### src/hucm_pkg.sv
package hucm_pkg;

   // cordic iteration count and angle width (radians, 28 fraction bits)
   localparam int ITERS = 28;
   localparam int ZW    = 32;
   // quotient bits kept from the column angle divide (angle mod 2*pi)
   localparam int QBITS = 21;

   localparam logic [31:0]        INV_PI_Q32  = 32'd1367130551;
   localparam logic [29:0]        PI_Q28      = 30'd843314857;
   localparam logic signed [31:0] HALF_PI_Q28 = 32'sd421657428;
   localparam logic signed [31:0] GAIN_Q30    = 32'sd652032874;

   // register indexes of the csr port
   localparam logic CSR_IMAGE_WIDTH  = 1'b0;
   localparam logic CSR_IMAGE_HEIGHT = 1'b1;

   typedef enum logic {
      CORDIC_ROTATE,
      CORDIC_VECTOR
   } cordic_mode_type;

   // atan(2^-i) in radians, 28 fraction bits
   localparam logic signed [ZW-1:0] ATAN_Q28 [0:ITERS-1] = '{
      32'sd210828714, 32'sd124459457, 32'sd65760959, 32'sd33381290,
      32'sd16755422,  32'sd8385879,   32'sd4193963,  32'sd2097109,
      32'sd1048571,   32'sd524287,    32'sd262144,   32'sd131072,
      32'sd65536,     32'sd32768,     32'sd16384,    32'sd8192,
      32'sd4096,      32'sd2048,      32'sd1024,     32'sd512,
      32'sd256,       32'sd128,       32'sd64,       32'sd32,
      32'sd16,        32'sd8,         32'sd4,        32'sd2
   };

endpackage

### src/hucm_cordic_stage.sv
module hucm_cordic_stage import hucm_pkg::*; #(
   parameter cordic_mode_type MODE = CORDIC_ROTATE,
   parameter int IDX = 0,
   parameter int DW  = 33,
   parameter int SW  = 1
) (
   input  logic                 clock,
   input  logic                 reset,
   input  logic                 en,
   input  logic                 vld_i,
   input  logic signed [DW-1:0] x_i,
   input  logic signed [DW-1:0] y_i,
   input  logic signed [ZW-1:0] z_i,
   input  logic [SW-1:0]        side_i,
   output logic                 vld_o,
   output logic signed [DW-1:0] x_o,
   output logic signed [DW-1:0] y_o,
   output logic signed [ZW-1:0] z_o,
   output logic [SW-1:0]        side_o
);

   logic                 vld_ff;
   logic signed [DW-1:0] x_ff, y_ff;
   logic signed [ZW-1:0] z_ff;
   logic [SW-1:0]        side_ff;
   logic signed [DW-1:0] dx, dy;
   logic                 turn;

   // turn: x -= y/2^i, y += x/2^i, z -= atan
   always_comb begin
      dx = y_i >>> IDX;
      dy = x_i >>> IDX;
      if (MODE == CORDIC_ROTATE) begin
         turn = z_i >= 0;
      end else begin
         turn = !(y_i > 0);
      end
   end

   always_ff @(posedge clock) begin
      if (reset) begin
         vld_ff <= 1'b0;
      end else if (en) begin
         vld_ff <= vld_i;
      end
   end

   always_ff @(posedge clock) begin
      if (en) begin
         side_ff <= side_i;
         if (turn) begin
            x_ff <= x_i - dx;
            y_ff <= y_i + dy;
            z_ff <= z_i - ATAN_Q28[IDX];
         end else begin
            x_ff <= x_i + dx;
            y_ff <= y_i - dy;
            z_ff <= z_i + ATAN_Q28[IDX];
         end
      end
   end

   assign vld_o  = vld_ff;
   assign x_o    = x_ff;
   assign y_o    = y_ff;
   assign z_o    = z_ff;
   assign side_o = side_ff;

endmodule

### config.mk
export PLATFORM = sky130hd
export DESIGN_NAME = hucm_cordic_stage
export DESIGN_NICKNAME = d
export VERILOG_FILES = /design/src/hucm_pkg.sv /design/src/hucm_cordic_stage.sv
export SDC_FILE = /design/constraint.sdc
export NUM_CORES = 1
export LEC_CHECK = 0
export ABC_CLOCK_PERIOD_IN_PS = 4950
export BUFFER_PORTS_ARGS = -buffer_cell sky130_fd_sc_hd__buf_4
export CAP_MARGIN = 30
export CORE_MARGIN = 2
export CORE_UTILIZATION = 30
export CTS_CLUSTER_DIAMETER = 120
export DETAILED_ROUTE_END_ITERATION = 8
export GPL_ROUTABILITY_DRIVEN = 0
export MAX_ROUTING_LAYER = met4
export SETUP_SLACK_MARGIN = 0.2
export SLEW_MARGIN = 20
export SYNTH_ARGS = -nofsm -noshare
export SYNTH_HDL_FRONTEND = slang
export SYNTH_SLANG_ARGS = --single-unit
### constraint.sdc
create_clock -name clock -period 4.95 [get_ports clock]
set_clock_uncertainty 0.2 [all_clocks]
set_input_delay 1.485 -clock clock [delete_from_list [all_inputs] [get_ports clock]]
set_output_delay 1.485 -clock clock [all_outputs]
set_load 0.01 [all_outputs]
==> metrics.md <==
| Metric | Value |
|---|---|
| Cell count of the worst reg-to-reg path | 2 |
| Crit Path Max Fanout | 12 |
| Cell family with the largest share of critical-path delay | compound AO/OA/AOI/OAI gates |
| Worst R2R End | vld_o |
| Pin count of the biggest net entering global routing | 90 |
| Crit path max-delay cell type | ha_1 |
| Setup TNS | 0 ps |
| CTS hold repair buffers | 0 |
| Placed Cells | 1850 |
| # setup viols final | 0 |
| Post-synth EDFFs | 98 |
| Layout Cells excl Fill | 1866 |
| Simple-gate share of the synthesized area | 0.138 |
| Iteration-0 DRC count of the detailed router | 689 |
| Final Routed Wirelength | 33600 µm |
| WL per Instance | 18.0 µm |
| Met1 Wirelength | 15200 µm |
| Worst-skew pair later-pin latency | 350 ps |
| Via density | 5.34 |
| WS Path Type | input pin to register |
| Via count | 9967 |
| Grt ovf | 0 |
| DR WL met2 | 16000 µm |
| Final Hold Fails | 0 |
| Req. time, crit path | 4870 ps |
| XOR/XNOR Fraction of Synth Area | 0.0673 |
| Initial Utilization | 0.303 |
| FP Rows | 68 |
| DPL Wire Length | 26500 µm |
| Worst Setup EP | y_o[29] |
| Buf/Inv on CP | 3 |
| Total setup buffers inserted after CTS | 0 |
| Synth Area in Compound Gates | 0.273 |
| P_leak | 0.00563 µW |
| Crit start category | input pin |
| Critical path data arrival time | 4360 ps |
| Peak Freq | 0.225 GHz |
| Worst path cell trace | buf_4, inv_1, ha_1, inv_1, a21oi_1, o31ai_1, a21oi_1, a31oi_2, a211oi_2, a2111oi_0, a211o_1 |
| Number of diodes | 0 |
| Seq cells post-synth | 99 |
| Ys async rst share | 0 |
| Top_reg_cell synth | edfxtp_1 |
| Flop2flop setup slack | 4140 ps |
| TritonCTS Sinks | 99 |
| GRT Total Usage | 0.188 |
| Worst slew pin tran | 986 ps |
| CTS root buf | clkbuf_16 |
| Fin nets | 1638 |
| Maximum VDD drop | 0.176 mV |
| Vias in the first global route | 9501 |
| Die Y | 190 µm |
| H-tree levels | 3 |
| Antenna violations before repair | 0 |
| PwrDens | 259 nW/µm² |
| WP depth | 11 |
| Largest cells by area after synthesis | edfxtp_1, ha_1, a21oi_1 |
| Clock Path Buffers | 2 |
| Main combinational cell family by area after synthesis | compound AO/OA/AOI/OAI gates |
| Slew Limit Fails | 0 |
| First-pass GRT wire length | 52000 µm |
| TritonCTS clock tree | yes |
| Top sig layer | met4 |
| Post-route ant nets | 0 |
| CORE AREA | 34400 µm² |
| Post-synthesis cell type count | 73 |
| Hold slack final | 334 ps |
| Worst setup path startpoint | x_i[10] |
| RSZ-0062 raised after global routing | false |
| Most numerous cell in the Yosys netlist | a21oi_1 |
| Syn avg cell area | 8.50 µm² |
| Area Growth Syn to Fin | 22.2% |
| Mapped Cells | 1225 |
| Fraction of layout cells with a size suffix above 1 | 0.188 |
| Mux contribution to synthesized area | 0.0155 |
| CTS resizes | 0 |
| Crit path largest cell delay | 530 ps |
| Sequential fraction of the synthesis area | 0.285 |
| CP Capture Type | register |
| Synth Area in Adders | 0.158 |
| CTS Buf Count | 9 |
| Final Cycle Share | 0.898 |
| Area leader, netlist | edfxtp_1 |
| Synth top area share | 0.283 |
| Die width | 190 µm |
| Most common library cells after synthesis | a21oi_1, ha_1, inv_1, edfxtp_1, nor2_1 |
| Syn Nets | 1457 |
| Residual DRC | 0 |
| Die area | 36200 µm² |
| Reg clk slew, reported paths | 70 ps |
| Rel. slew slack | 0.342 |
| Max_cap viols | 0 |
| Worst reg2reg startpoint | vld_o |
| WL met3 | 1990 µm |
| Tmin final | 4440 ps |
| 1st-pass router iterations | 8 |
| IO Count | 203 |
| Cell area after synthesis | 10400 µm² |
| Count of input and output buffers | 202 |
| Hold crit path type | register to register |
| Status | completed |
| Synth warn | 0 |
==> placed cells by master (no fill, tap or decap), types with 13 or more instances in the layout <==
master,count
o31ai_1,16
nand2_1,66
inv_1,112
o211ai_1,15
o21ai_0,74
a211oi_1,20
nor3_1,31
ha_1,125
xnor2_1,70
edfxtp_1,98
buf_4,224
a31oi_1,14
nand3_1,23
nor2b_1,14
a21oi_1,136
o21bai_1,13
nor2_1,90
o21a_1,16
mux2i_1,15
a21o_1,41
==> worst min-delay path by stage <==
stage | from | cells after the start | endpoint
floorplan | vld_o | 2 | vld_o
global placement | vld_o | 2 | vld_o
detailed placement | vld_o | 2 | vld_o
CTS | vld_o | 2 | vld_o
global route | vld_o | 2 | vld_o
finish | vld_o | 2 | vld_o
==> layout make-up <==
type | count | area [µm²]
clock buffer | 11 | 233
clock inverter | 5 | 62.6
fill | 3560 | 21700
inverter | 115 | 432
multi-input combinational | 957 | 6780
sequential | 99 | 2960
tap | 455 | 569
timing repair buffer | 224 | 1680
==> layer usage <==
layer | track usage | vias up
li1 | - | 4858
met1 | 0.246 | 4701
met2 | 0.314 | 385
met3 | 0.0226 | 23
met4 | 0.0367 | 0
met5 | - | -
==> stage by stage <==
stage | total power [µW] | setup WS [ps] | instance area [µm²] | utilization
after floorplan | 2000 | 297 | 10400 | -
after global placement | 2560 | 285 | 12400 | 0.361
after detailed placement | 2570 | 164 | 12400 | 0.361
after CTS | 3320 | 598 | 12700 | 0.370
after global routing | 3500 | 276 | 12700 | 0.370
final | 3290 | 507 | 12700 | 0.370
==> flip-flops by register name (all words and copies together) (netlist names) <==
signal and count:
side_o 1, x_o 33, y_o 32, vld_o 1, z_o 32
==> power by group <==
part           leakage [µW]  total [µW]  internal (µW)  switching, µW
Clock              0.000142         730            396            334
Combinational       0.00452        1410            606            803
Sequential         0.000967        1150           1110           44.9
==> worst min-delay path: stages, from the launching register on <==
cell and delay [ps]:
dfxtp_1 340, mux2i_1 80, nor2_1 80
==> cells by family (layout without fill, tap and decap cells) <==
kind of cell,after synthesis,in the layout
adder cells (fa/ha/maj),129,129
AND/OR/NAND/NOR,298,298
multiplexers,16,16
buffers and inverters,169,355
AO/OA/AOI/OAI,434,434
flip-flops,99,99
XOR/XNOR,80,80
Note: power is estimated with default switching activity, not from simulation.
