<file path="src/hucm_pkg.sv">
package hucm_pkg;

   // cordic iteration count and angle width (radians, 28 fraction bits)
   localparam int ITERS = 28;
   localparam int ZW    = 32;
   // quotient bits kept from the column angle divide (angle mod 2*pi)
   localparam int QBITS = 21;

   localparam logic [31:0]        INV_PI_Q32  = 32'd1367130551;
   localparam logic [29:0]        PI_Q28      = 30'd843314857;
   localparam logic signed [31:0] HALF_PI_Q28 = 32'sd421657428;
   localparam logic signed [31:0] GAIN_Q30    = 32'sd652032874;

   // register indexes of the csr port
   localparam logic CSR_IMAGE_WIDTH  = 1'b0;
   localparam logic CSR_IMAGE_HEIGHT = 1'b1;

   typedef enum logic {
      CORDIC_ROTATE,
      CORDIC_VECTOR
   } cordic_mode_type;

   // atan(2^-i) in radians, 28 fraction bits
   localparam logic signed [ZW-1:0] ATAN_Q28 [0:ITERS-1] = '{
      32'sd210828714, 32'sd124459457, 32'sd65760959, 32'sd33381290,
      32'sd16755422,  32'sd8385879,   32'sd4193963,  32'sd2097109,
      32'sd1048571,   32'sd524287,    32'sd262144,   32'sd131072,
      32'sd65536,     32'sd32768,     32'sd16384,    32'sd8192,
      32'sd4096,      32'sd2048,      32'sd1024,     32'sd512,
      32'sd256,       32'sd128,       32'sd64,       32'sd32,
      32'sd16,        32'sd8,         32'sd4,        32'sd2
   };

endpackage

</file>
<file path="src/hucm_div_stage.sv">
module hucm_div_stage import hucm_pkg::*; #(
   parameter int CB  = 12,
   parameter int BIT = 0
) (
   input  logic             clock,
   input  logic             reset,
   input  logic             en,
   input  logic [CB-1:0]    divisor,
   input  logic             vld_i,
   input  logic [CB-1:0]    u_i,
   input  logic [CB-1:0]    v_i,
   input  logic [CB-1:0]    rem_i,
   input  logic [QBITS-1:0] quo_i,
   output logic             vld_o,
   output logic [CB-1:0]    u_o,
   output logic [CB-1:0]    v_o,
   output logic [CB-1:0]    rem_o,
   output logic [QBITS-1:0] quo_o
);

   logic             vld_ff;
   logic [CB-1:0]    u_ff, v_ff, rem_ff;
   logic [QBITS-1:0] quo_ff;
   logic             nbit;
   logic [CB:0]      trial;
   logic             take;
   logic [CB:0]      rem_in;

   // dividend is the column shifted up by 20, low bits are zero
   generate
      if (BIT >= 20) begin : g_ubit
         assign nbit = u_i[BIT-20];
      end else begin : g_zero
         assign nbit = 1'b0;
      end
   endgenerate

   // one restoring divide step
   always_comb begin
      trial  = {rem_i, nbit};
      take   = trial >= {1'b0, divisor};
      rem_in = take ? trial - {1'b0, divisor} : trial;
   end

   always_ff @(posedge clock) begin
      if (reset) begin
         vld_ff <= 1'b0;
      end else if (en) begin
         vld_ff <= vld_i;
      end
   end

   always_ff @(posedge clock) begin
      if (en) begin
         u_ff   <= u_i;
         v_ff   <= v_i;
         rem_ff <= rem_in[CB-1:0];
         quo_ff <= {quo_i[QBITS-2:0], take};
      end
   end

   assign vld_o = vld_ff;
   assign u_o   = u_ff;
   assign v_o   = v_ff;
   assign rem_o = rem_ff;
   assign quo_o = quo_ff;

endmodule

</file>
<file path="config.mk">
export PLATFORM = sky130hd
export DESIGN_NAME = hucm_div_stage
export DESIGN_NICKNAME = d
export VERILOG_FILES = /design/src/hucm_pkg.sv /design/src/hucm_div_stage.sv
export SDC_FILE = /design/constraint.sdc
export NUM_CORES = 1
export LEC_CHECK = 0
export CAP_MARGIN = 40
export CORE_MARGIN = 4
export CORE_UTILIZATION = 37
export DETAILED_ROUTE_END_ITERATION = 8
export DONT_BUFFER_PORTS = 1
export PLACE_DENSITY = 0.61
export SYNTH_ARGS = -nofsm -noshare
export SYNTH_HDL_FRONTEND = slang
export SYNTH_SLANG_ARGS = --single-unit
</file>
<file path="constraint.sdc">
create_clock -name clock -period 2.9 [get_ports clock]
set_clock_uncertainty 0.15 [all_clocks]
set_input_delay 0.29 -clock clock [delete_from_list [all_inputs] [get_ports clock]]
set_output_delay 0.29 -clock clock [all_outputs]
set_load 0.03 [all_outputs]
</file>
==> impl_metrics.prom, run 1 <==
# TYPE chip_impl_metric gauge
chip_impl_info{name="status",value="complete, no violations"} 1
chip_impl_metric{name="fraction_of_final_layout_cells_sized_beyond_drive_strength_1",unit="%"} 13.9
chip_impl_metric{name="antenna_found_initial",unit=""} 0
chip_impl_metric{name="final-hold-violation-count",unit=""} 0
chip_impl_metric{name="start_util",unit="%"} 38.6
chip_impl_metric{name="area_of_the_multi_input_gates",unit="sq um"} 831
chip_impl_metric{name="grt_start_max_net_pins",unit=""} 58
chip_impl_info{name="leading_post_synthesis_cells_by_cell_area",value="sky130_fd_sc_hd__edfxtp_1 64%, sky130_fd_sc_hd__ha_1 5.6%, sky130_fd_sc_hd__mux2_2 3.0%"} 1
chip_impl_metric{name="power.leakage",unit="nW"} 1.30
chip_impl_metric{name="pre_cts_slack",unit="ns"} 0.275
chip_impl_metric{name="routed-via-count",unit=""} 1643
chip_impl_metric{name="synth_enable_flop_cells",unit=""} 57
chip_impl_metric{name="finalSetupViolCount",unit=""} 0
chip_impl_metric{name="gr-total-overflow",unit=""} 0
chip_impl_metric{name="max_cap_viol_count",unit=""} 0
chip_impl_metric{name="dr.pass1.iters",unit=""} 5
chip_impl_metric{name="fin_nets",unit=""} 325
chip_impl_metric{name="ff_latch_area",unit="sq mm"} 0.00173
chip_impl_metric{name="max-vdd-ir-drop",unit="mV"} 0.246
chip_impl_metric{name="finalWirelength",unit="um"} 6170
chip_impl_metric{name="port_buffers",unit=""} 0
chip_impl_metric{name="switching_power",unit="mW"} 0.657
chip_impl_info{name="critical_path.endpoint_type",value="flop"} 1
chip_impl_metric{name="pwr-share-clk",unit="%"} 32.7
chip_impl_metric{name="detail_route.vias_per_cell",unit=""} 4.83
chip_impl_metric{name="yosys.area.top_type_share",unit="%"} 64.2
chip_impl_info{name="category_of_the_worst_setup_path_launch_point",value="input port"} 1
chip_impl_metric{name="synth.lib_cells_used.distinct",unit=""} 44
chip_impl_info{name="clock_root_buffer",value="sky130_fd_sc_hd__clkbuf_8"} 1
chip_impl_metric{name="clk_pin_slew_worst_paths",unit="ns"} 0.07
chip_impl_metric{name="synthesis.nets",unit=""} 269
chip_impl_metric{name="synth_area",unit="sq mm"} 0.00267
chip_impl_info{name="synthFlopType",value="sky130_fd_sc_hd__edfxtp_1"} 1
chip_impl_metric{name="starting_drc_count_in_detailed_routing",unit=""} 76
chip_impl_info{name="cts_tree",value="done"} 1
chip_impl_metric{name="die_outline_width",unit="um"} 92.9
chip_impl_metric{name="yosys_warnings",unit=""} 0
chip_impl_metric{name="worst_slew_margin_rel",unit="%"} 61.8
chip_impl_metric{name="area_of_the_die",unit="sq mm"} 0.00862
chip_impl_metric{name="required",unit="ns"} 2.83
chip_impl_info{name="yosysTopAreaCell",value="sky130_fd_sc_hd__edfxtp_1"} 1
chip_impl_metric{name="power_switching_share",unit="%"} 29.5
chip_impl_metric{name="pwr_density_cell",unit="mW/mm^2"} 643
chip_impl_metric{name="fin_total_pwr",unit="mW"} 2.22
chip_impl_metric{name="netlist_instances",unit=""} 183
chip_impl_info{name="post-synth-top-count-cell",value="sky130_fd_sc_hd__edfxtp_1"} 1
chip_impl_metric{name="clock-sinks",unit=""} 58
chip_impl_metric{name="setup_bufs_post_cts",unit=""} 0
chip_impl_info{name="critical_path_class",value="input port to flop"} 1
chip_impl_metric{name="routedWlPerCell",unit="um"} 18.1
chip_impl_metric{name="worst-endpoint-arrival",unit="ns"} 2.20
chip_impl_metric{name="drt_drc_violations_left",unit=""} 0
chip_impl_metric{name="worst_pin_slew",unit="ns"} 0.566
chip_impl_info{name="worstHoldPathType",value="input port to flop"} 1
chip_impl_metric{name="core_area",unit="sq mm"} 0.00691
chip_impl_metric{name="path_max_fanout",unit=""} 17
chip_impl_metric{name="period_needed",unit="ns"} 2.27
chip_impl_metric{name="fmaxAchievable",unit="MHz"} 441
chip_impl_metric{name="globalRouteTotalUtil",unit="%"} 14.4
chip_impl_metric{name="ys_seq_elements",unit=""} 58
chip_impl_metric{name="power_frac_seq",unit="%"} 54.6
chip_impl_metric{name="cts_max_path_buffers",unit=""} 2
chip_impl_metric{name="synth-seq-area-share",unit="%"} 65.0
chip_impl_metric{name="asyncSetResetFlopFracSynth",unit="%"} 0
chip_impl_metric{name="antenna-diode-count",unit=""} 0
chip_impl_metric{name="cts_htree_levels",unit=""} 3
chip_impl_metric{name="postCtsResizedCells",unit=""} 0
chip_impl_metric{name="final-max-slew-violation-count",unit=""} 0
chip_impl_metric{name="first_pass_grt_wire_length",unit="um"} 9070
chip_impl_metric{name="latest_clock_arrival_within_the_worst_skew_pair",unit="ns"} 0.32
chip_impl_metric{name="number_of_clock_buffers_inserted_by_tritoncts",unit=""} 9
chip_impl_info{name="grt_setup_unrepaired",value="no"} 1
chip_impl_metric{name="grt_pass1_vias",unit=""} 1638
chip_impl_metric{name="die_height",unit="um"} 92.9
chip_impl_metric{name="core.rowCount",unit=""} 30
chip_impl_metric{name="min_period_over_period",unit="%"} 78.2
chip_impl_metric{name="final_tns_setup",unit="ns"} 0
chip_impl_metric{name="antenna_left",unit=""} 0
chip_impl_metric{name="gp_routability_congestion",unit=""} 0.753
chip_impl_metric{name="synth_area_per_cell",unit="sq um"} 14.6
chip_impl_metric{name="fill_cells",unit=""} 609
chip_impl_metric{name="pwr-share-comb",unit="%"} 12.6
chip_impl_metric{name="postCtsHoldBufs",unit=""} 49
chip_impl_metric{name="io_pins",unit=""} 131
chip_impl_metric{name="area_delta_synth_final",unit="%"} 29.8
chip_impl_metric{name="p_int",unit="mW"} 1.57
chip_impl_metric{name="dp_hpwl",unit="um"} 4030
chip_impl_info{name="synth_top_cells_by_count",value="57 x sky130_fd_sc_hd__edfxtp_1, 16 x sky130_fd_sc_hd__inv_1, 15 x sky130_fd_sc_hd__nor2_1"} 1
chip_impl_metric{name="postLayoutSetupSlackWorst",unit="ns"} 0.633
## sequential cells by signal, summed over array words and instances, names as in the netlist
register  cells
rem_o        12
quo_o        21
u_o          12
vld_o         1
v_o          12
## placed cells by master, fill, tap and decap left out, types with 2 or more instances in the layout
| cell | n |
|---|---|
| sky130_fd_sc_hd__xnor2_1 | 3 |
| sky130_fd_sc_hd__ha_1 | 12 |
| sky130_fd_sc_hd__o21a_1 | 2 |
| sky130_fd_sc_hd__clkbuf_8 | 9 |
| sky130_fd_sc_hd__a21oi_1 | 8 |
| sky130_fd_sc_hd__dlygate4sd3_1 | 48 |
| sky130_fd_sc_hd__edfxtp_1 | 57 |
| sky130_fd_sc_hd__o31ai_1 | 2 |
| sky130_fd_sc_hd__nor2_1 | 15 |
| sky130_fd_sc_hd__o21ai_0 | 5 |
| sky130_fd_sc_hd__a21oi_4 | 3 |
| sky130_fd_sc_hd__o21ai_2 | 2 |
| sky130_fd_sc_hd__mux2_2 | 7 |
| sky130_fd_sc_hd__clkinv_4 | 3 |
| sky130_fd_sc_hd__nand2_1 | 6 |
| sky130_fd_sc_hd__a211oi_1 | 3 |
| sky130_fd_sc_hd__inv_1 | 16 |
| sky130_fd_sc_hd__xor2_1 | 2 |
| sky130_fd_sc_hd__nand4b_1 | 2 |
| sky130_fd_sc_hd__nor3_1 | 5 |
| sky130_fd_sc_hd__and3_1 | 2 |
| sky130_fd_sc_hd__nand2b_1 | 6 |
## worst paths after layout
| check | startpoint | end | slack [ns] | cells after the start |
|---|---|---|---|---|
| setup / recovery | divisor[8] | rem_o[3] | 0.63 | 7 |
| hold reg to reg | vld_o | vld_o | 1.07 | 3 |
| setup reg to reg | vld_o | vld_o | 1.43 | 3 |
| hold / removal | rem_i[1] | rem_o[2] | 0.03 | 1 |
## cell families (layout without fill, tap and decap cells)
kind of cell	after synthesis	after routing	synth area share (%)
AOI/OAI and AO/OA	35	35	11.5
xor gates and xnor gates	5	5	1.64
adders and majority gates	13	13	6.38
buffers and inverters	21	82	3.85
DFF	58	58	65.0
muxes	8	8	3.33
and+or+nand+nor	43	43	8.31
## metrics by stage
step / instance area (sq um) / util (%) / std cells / hold WS [ns]
6_report: 3460 / 50.1 / 340 / 0.0309
5_1_grt: 3460 / 50.1 / 340 / 0.00591
4_1_cts: 3460 / 50.1 / 340 / 0.000227
3_5_place_dp: 2750 / 39.8 / 275 / 0.217
3_3_place_gp: 2750 / 39.8 / 275 / 0.214
2_1_floorplan: 2670 / - / 183 / 0.212
## layer usage
layer | up-vias | share of wire (%) | GRT usage [%]
met4 | 0 | 0.97 | 5.49
met3 | 5 | 11 | 7.07
li1 | 796 | - | -
met2 | 90 | 49 | 23.3
met5 | - | 0 | 0
met1 | 752 | 40 | 16.4
## area by class of cell
type / count / area share [%]
Clock buffer: 9 / 3.58
Clock inverter: 7 / 2.24
Inverter: 16 / 1.74
Multi-Input combinational cell: 104 / 24.0
Sequential cell: 58 / 50.1
Tap cell: 96 / 3.47
Timing Repair Buffer: 50 / 14.9
## power by group through the flow
stage | clock, mW | combinational [mW] | sequential [mW]
final | 0.728 | 0.281 | 1.22
after global routing | 0.810 | 0.313 | 1.22
after CTS | 0.755 | 0.282 | 1.22
after detailed placement | 0 | 0.209 | 1.24
after global placement | 0 | 0.206 | 1.23
after floorplan | 0 | 0.184 | 1.22
## worst max-delay path, cell delays in order
cell                      delay (ns)
sky130_fd_sc_hd__inv_1          0.02
sky130_fd_sc_hd__ha_1           0.45
sky130_fd_sc_hd__and4_4         0.31
sky130_fd_sc_hd__and3_1         0.17
sky130_fd_sc_hd__o21ai_2        0.07
sky130_fd_sc_hd__a21oi_4        0.48
sky130_fd_sc_hd__mux2_2         0.40
Power figures use the tool's default switching activity.
==> run 2, diff against run 1 <==
--- a/config.mk
+++ b/config.mk
@@ -10,7 +10,7 @@
 export CORE_UTILIZATION = 37
 export DETAILED_ROUTE_END_ITERATION = 8
 export DONT_BUFFER_PORTS = 1
-export PLACE_DENSITY = 0.61
+export PLACE_DENSITY = 0.63
 export SYNTH_ARGS = -nofsm -noshare
 export SYNTH_HDL_FRONTEND = slang
 export SYNTH_SLANG_ARGS = --single-unit
==> constraint.sdc (replaced) <==
create_clock -name clock -period 1.85 [get_ports clock]
set_clock_uncertainty 0.15 [all_clocks]
set_input_delay 0.185 -clock clock [delete_from_list [all_inputs] [get_ports clock]]
set_output_delay 0.185 -clock clock [all_outputs]
set_load 0.03 [all_outputs]
==> run 2 against run 1 <==
Net effect: the flow now finishes with violations (negative hold slack); flip-flop and latch count unchanged; count of clock-buffer cells in the layout up 1; final cell count up 10%; critical path depth up 1; largest cell class unchanged.
==> impl_metrics.prom, run 2 (synthesis gave the netlist of run 1 again) <==
# TYPE chip_impl_metric gauge
chip_impl_metric{name="critical-path-max-stage-delay",unit="ns"} 0.33
chip_impl_metric{name="worst-endpoint-arrival",unit="ns"} 1.73
chip_impl_metric{name="regToRegSetupSlack",unit="ns"} 0.36
chip_impl_info{name="hold_end",value="u_o[9]"} 1
chip_impl_metric{name="design_area",unit="sq mm"} 0.00390
chip_impl_metric{name="min_period_over_period",unit="%"} 97.7
chip_impl_metric{name="globalRouteTotalUtil",unit="%"} 15.0
chip_impl_metric{name="latest_clock_arrival_within_the_worst_skew_pair",unit="ns"} 0.32
chip_impl_metric{name="pre_cts_slack",unit="ns"} -0.326
chip_impl_metric{name="worstRegToRegCells",unit=""} 3
chip_impl_metric{name="postCtsHoldBufs",unit=""} 57
chip_impl_metric{name="max_cap_viol_count",unit=""} 0
chip_impl_metric{name="path_max_fanout",unit=""} 8
chip_impl_metric{name="core_area",unit="sq mm"} 0.00691
chip_impl_metric{name="clk_pin_slew_worst_paths",unit="ns"} 0.06
chip_impl_metric{name="max-vdd-ir-drop",unit="mV"} 0.332
chip_impl_metric{name="io_pins",unit=""} 131
chip_impl_metric{name="antenna_left",unit=""} 0
chip_impl_metric{name="finalWirelength",unit="um"} 6450
chip_impl_metric{name="finalSetupViolCount",unit=""} 0
chip_impl_metric{name="pwr_density_cell",unit="mW/mm^2"} 976
chip_impl_info{name="critical_path.endpoint_type",value="flop"} 1
chip_impl_info{name="violations",value="negative hold slack"} 1
chip_impl_metric{name="dp_cells",unit=""} 302
chip_impl_info{name="leading_cell_types_in_the_layout_fill_and_taps_excluded",value="57 x sky130_fd_sc_hd__dlygate4sd3_1, 57 x sky130_fd_sc_hd__edfxtp_1, 27 x sky130_fd_sc_hd__buf_4"} 1
chip_impl_metric{name="fmaxAchievable",unit="MHz"} 553
chip_impl_metric{name="fill_cells",unit=""} 580
chip_impl_metric{name="area_delta_synth_final",unit="%"} 46.5
chip_impl_metric{name="start_util",unit="%"} 38.6
chip_impl_metric{name="grt_pass1_vias",unit=""} 1868
chip_impl_metric{name="drt_drc_violations_left",unit=""} 0
chip_impl_metric{name="starting_drc_count_in_detailed_routing",unit=""} 67
chip_impl_metric{name="first_pass_grt_wire_length",unit="um"} 9680
chip_impl_metric{name="fin_total_pwr",unit="mW"} 3.81
chip_impl_metric{name="worst_pin_slew",unit="ns"} 0.353
chip_impl_metric{name="ff_latch_area",unit="sq mm"} 0.00173
chip_impl_metric{name="dp_hpwl",unit="um"} 4600
chip_impl_metric{name="largest_register_ffs",unit=""} 21
chip_impl_metric{name="cts_max_path_buffers",unit=""} 2
chip_impl_metric{name="postLayoutSetupSlackWorst",unit="ns"} 0.0433
chip_impl_info{name="crit_path_cell_trace",value="inv_1 > ha_4 > and4_4 > and3_4 > o21ai_4 > a21oi_4 > buf_4 > mux2_2"} 1
chip_impl_info{name="grt_setup_unrepaired",value="no"} 1
chip_impl_metric{name="routedWlPerCell",unit="um"} 17.2
chip_impl_metric{name="cts_htree_levels",unit=""} 3
chip_impl_info{name="critical_path_class",value="input port to flop"} 1
chip_impl_metric{name="final-max-slew-violation-count",unit=""} 0
chip_impl_info{name="cts_tree",value="done"} 1
chip_impl_metric{name="period_needed",unit="ns"} 1.81
chip_impl_metric{name="routed-via-count",unit=""} 1794
chip_impl_metric{name="clock-sinks",unit=""} 58
chip_impl_metric{name="placed_area",unit="sq mm"} 0.00308
chip_impl_metric{name="core.rowCount",unit=""} 30
chip_impl_metric{name="detail_route.vias_per_cell",unit=""} 4.78
chip_impl_metric{name="power.leakage",unit="nW"} 1.47
chip_impl_metric{name="total_buffers_and_inverters_traversed_by_the_critical_path",unit=""} 2
chip_impl_metric{name="required",unit="ns"} 1.77
chip_impl_info{name="reg2reg_from",value="vld_o"} 1
chip_impl_info{name="clock_root_buffer",value="sky130_fd_sc_hd__clkbuf_8"} 1
chip_impl_metric{name="hold_ws",unit="ns"} -0.177
chip_impl_metric{name="fin_nets",unit=""} 360
chip_impl_metric{name="antenna_found_initial",unit=""} 0
chip_impl_metric{name="area_of_the_multi_input_gates",unit="sq um"} 953
chip_impl_metric{name="final-instance-count-excl-fill",unit=""} 375
chip_impl_metric{name="antenna-diode-count",unit=""} 0
chip_impl_metric{name="grt_start_max_net_pins",unit=""} 59
chip_impl_metric{name="die_height",unit="um"} 92.9
chip_impl_metric{name="setup_bufs_post_cts",unit=""} 0
chip_impl_info{name="worst_r2r_endpoint",value="vld_o"} 1
chip_impl_metric{name="gr-total-overflow",unit=""} 0
chip_impl_metric{name="port_buffers",unit=""} 0
chip_impl_info{name="critPathSlowestCell",value="sky130_fd_sc_hd__mux2_2"} 1
chip_impl_info{name="category_of_the_worst_setup_path_launch_point",value="input port"} 1
chip_impl_info{name="hold_start",value="en"} 1
chip_impl_metric{name="number_of_clock_buffers_inserted_by_tritoncts",unit=""} 9
chip_impl_metric{name="dr.pass1.iters",unit=""} 4
chip_impl_info{name="worstHoldPathType",value="input port to flop"} 1
chip_impl_metric{name="final_core_utilization",unit="%"} 56.5
chip_impl_metric{name="worst_slew_margin_rel",unit="%"} 76.2
chip_impl_metric{name="final-hold-violation-count",unit=""} 57
chip_impl_metric{name="die_outline_width",unit="um"} 92.9
chip_impl_info{name="timing.critical_path.max_delay_family",value="simple AND/OR/NAND/NOR gates"} 1
chip_impl_metric{name="gp_routability_congestion",unit=""} 0.816
chip_impl_metric{name="final_tns_setup",unit="ns"} 0
chip_impl_metric{name="worstHoldPathCells",unit=""} 0
chip_impl_metric{name="area_of_the_die",unit="sq mm"} 0.00862
chip_impl_metric{name="fraction_of_final_layout_cells_sized_beyond_drive_strength_1",unit="%"} 26.9
chip_impl_info{name="status",value="finished, violations left"} 1
==> run 2: cell types whose count changed in the layout (fill, tap and decap cells not counted), sizes merged <==
cell / delta
inv: -1
clkinv: -2
buf: +26
bufinv: +2
dlygate4sd3: +9
clkbuf: +1
==> run 2: worst max-delay path by stage <==
stage                 from         to  slack, ns  cells past startpoint
3_5_place_dp    divisor[2]  rem_o[11]      -0.33                      8
4_1_cts         divisor[2]  rem_o[11]       0.02                      8
2_1_floorplan   divisor[8]   rem_o[9]      -0.24                     10
3_3_place_gp    divisor[2]  rem_o[11]      -0.35                      8
6_report       divisor[10]   rem_o[4]       0.04                      8
5_1_grt        divisor[10]   rem_o[4]      0.004                      8
==> run 2: power breakdown <==
group          switching (mW)  leakage [nW]  internal [mW]
Combinational           0.229         0.788          0.321
Sequential              0.301         0.566           1.61
Clock                   0.468         0.112          0.886
==> run 2: timing repair <==
item                       in CTS  in global routing
resized for setup               0                  4
hold endpoints to repair      113                 57
setup endpoints to repair       0                  5
==> run 2: final cells by class <==
type	count	area share [%]
Multi-Input combinational cell	104	24.4
Sequential cell	58	44.4
Clock inverter	6	2.69
Clock buffer	10	3.27
Tap cell	96	3.08
Timing Repair Buffer	85	20.3
Inverter	16	1.86
==> run 2: per-layer routing <==
| metal | part of all wire (%) | global-route usage [%] |
|---|---|---|
| met5 | 0 | 0 |
| met4 | 1.2 | 5.98 |
| met2 | 48 | 24.5 |
| met1 | 42 | 17.8 |
| met3 | 8.8 | 5.44 |
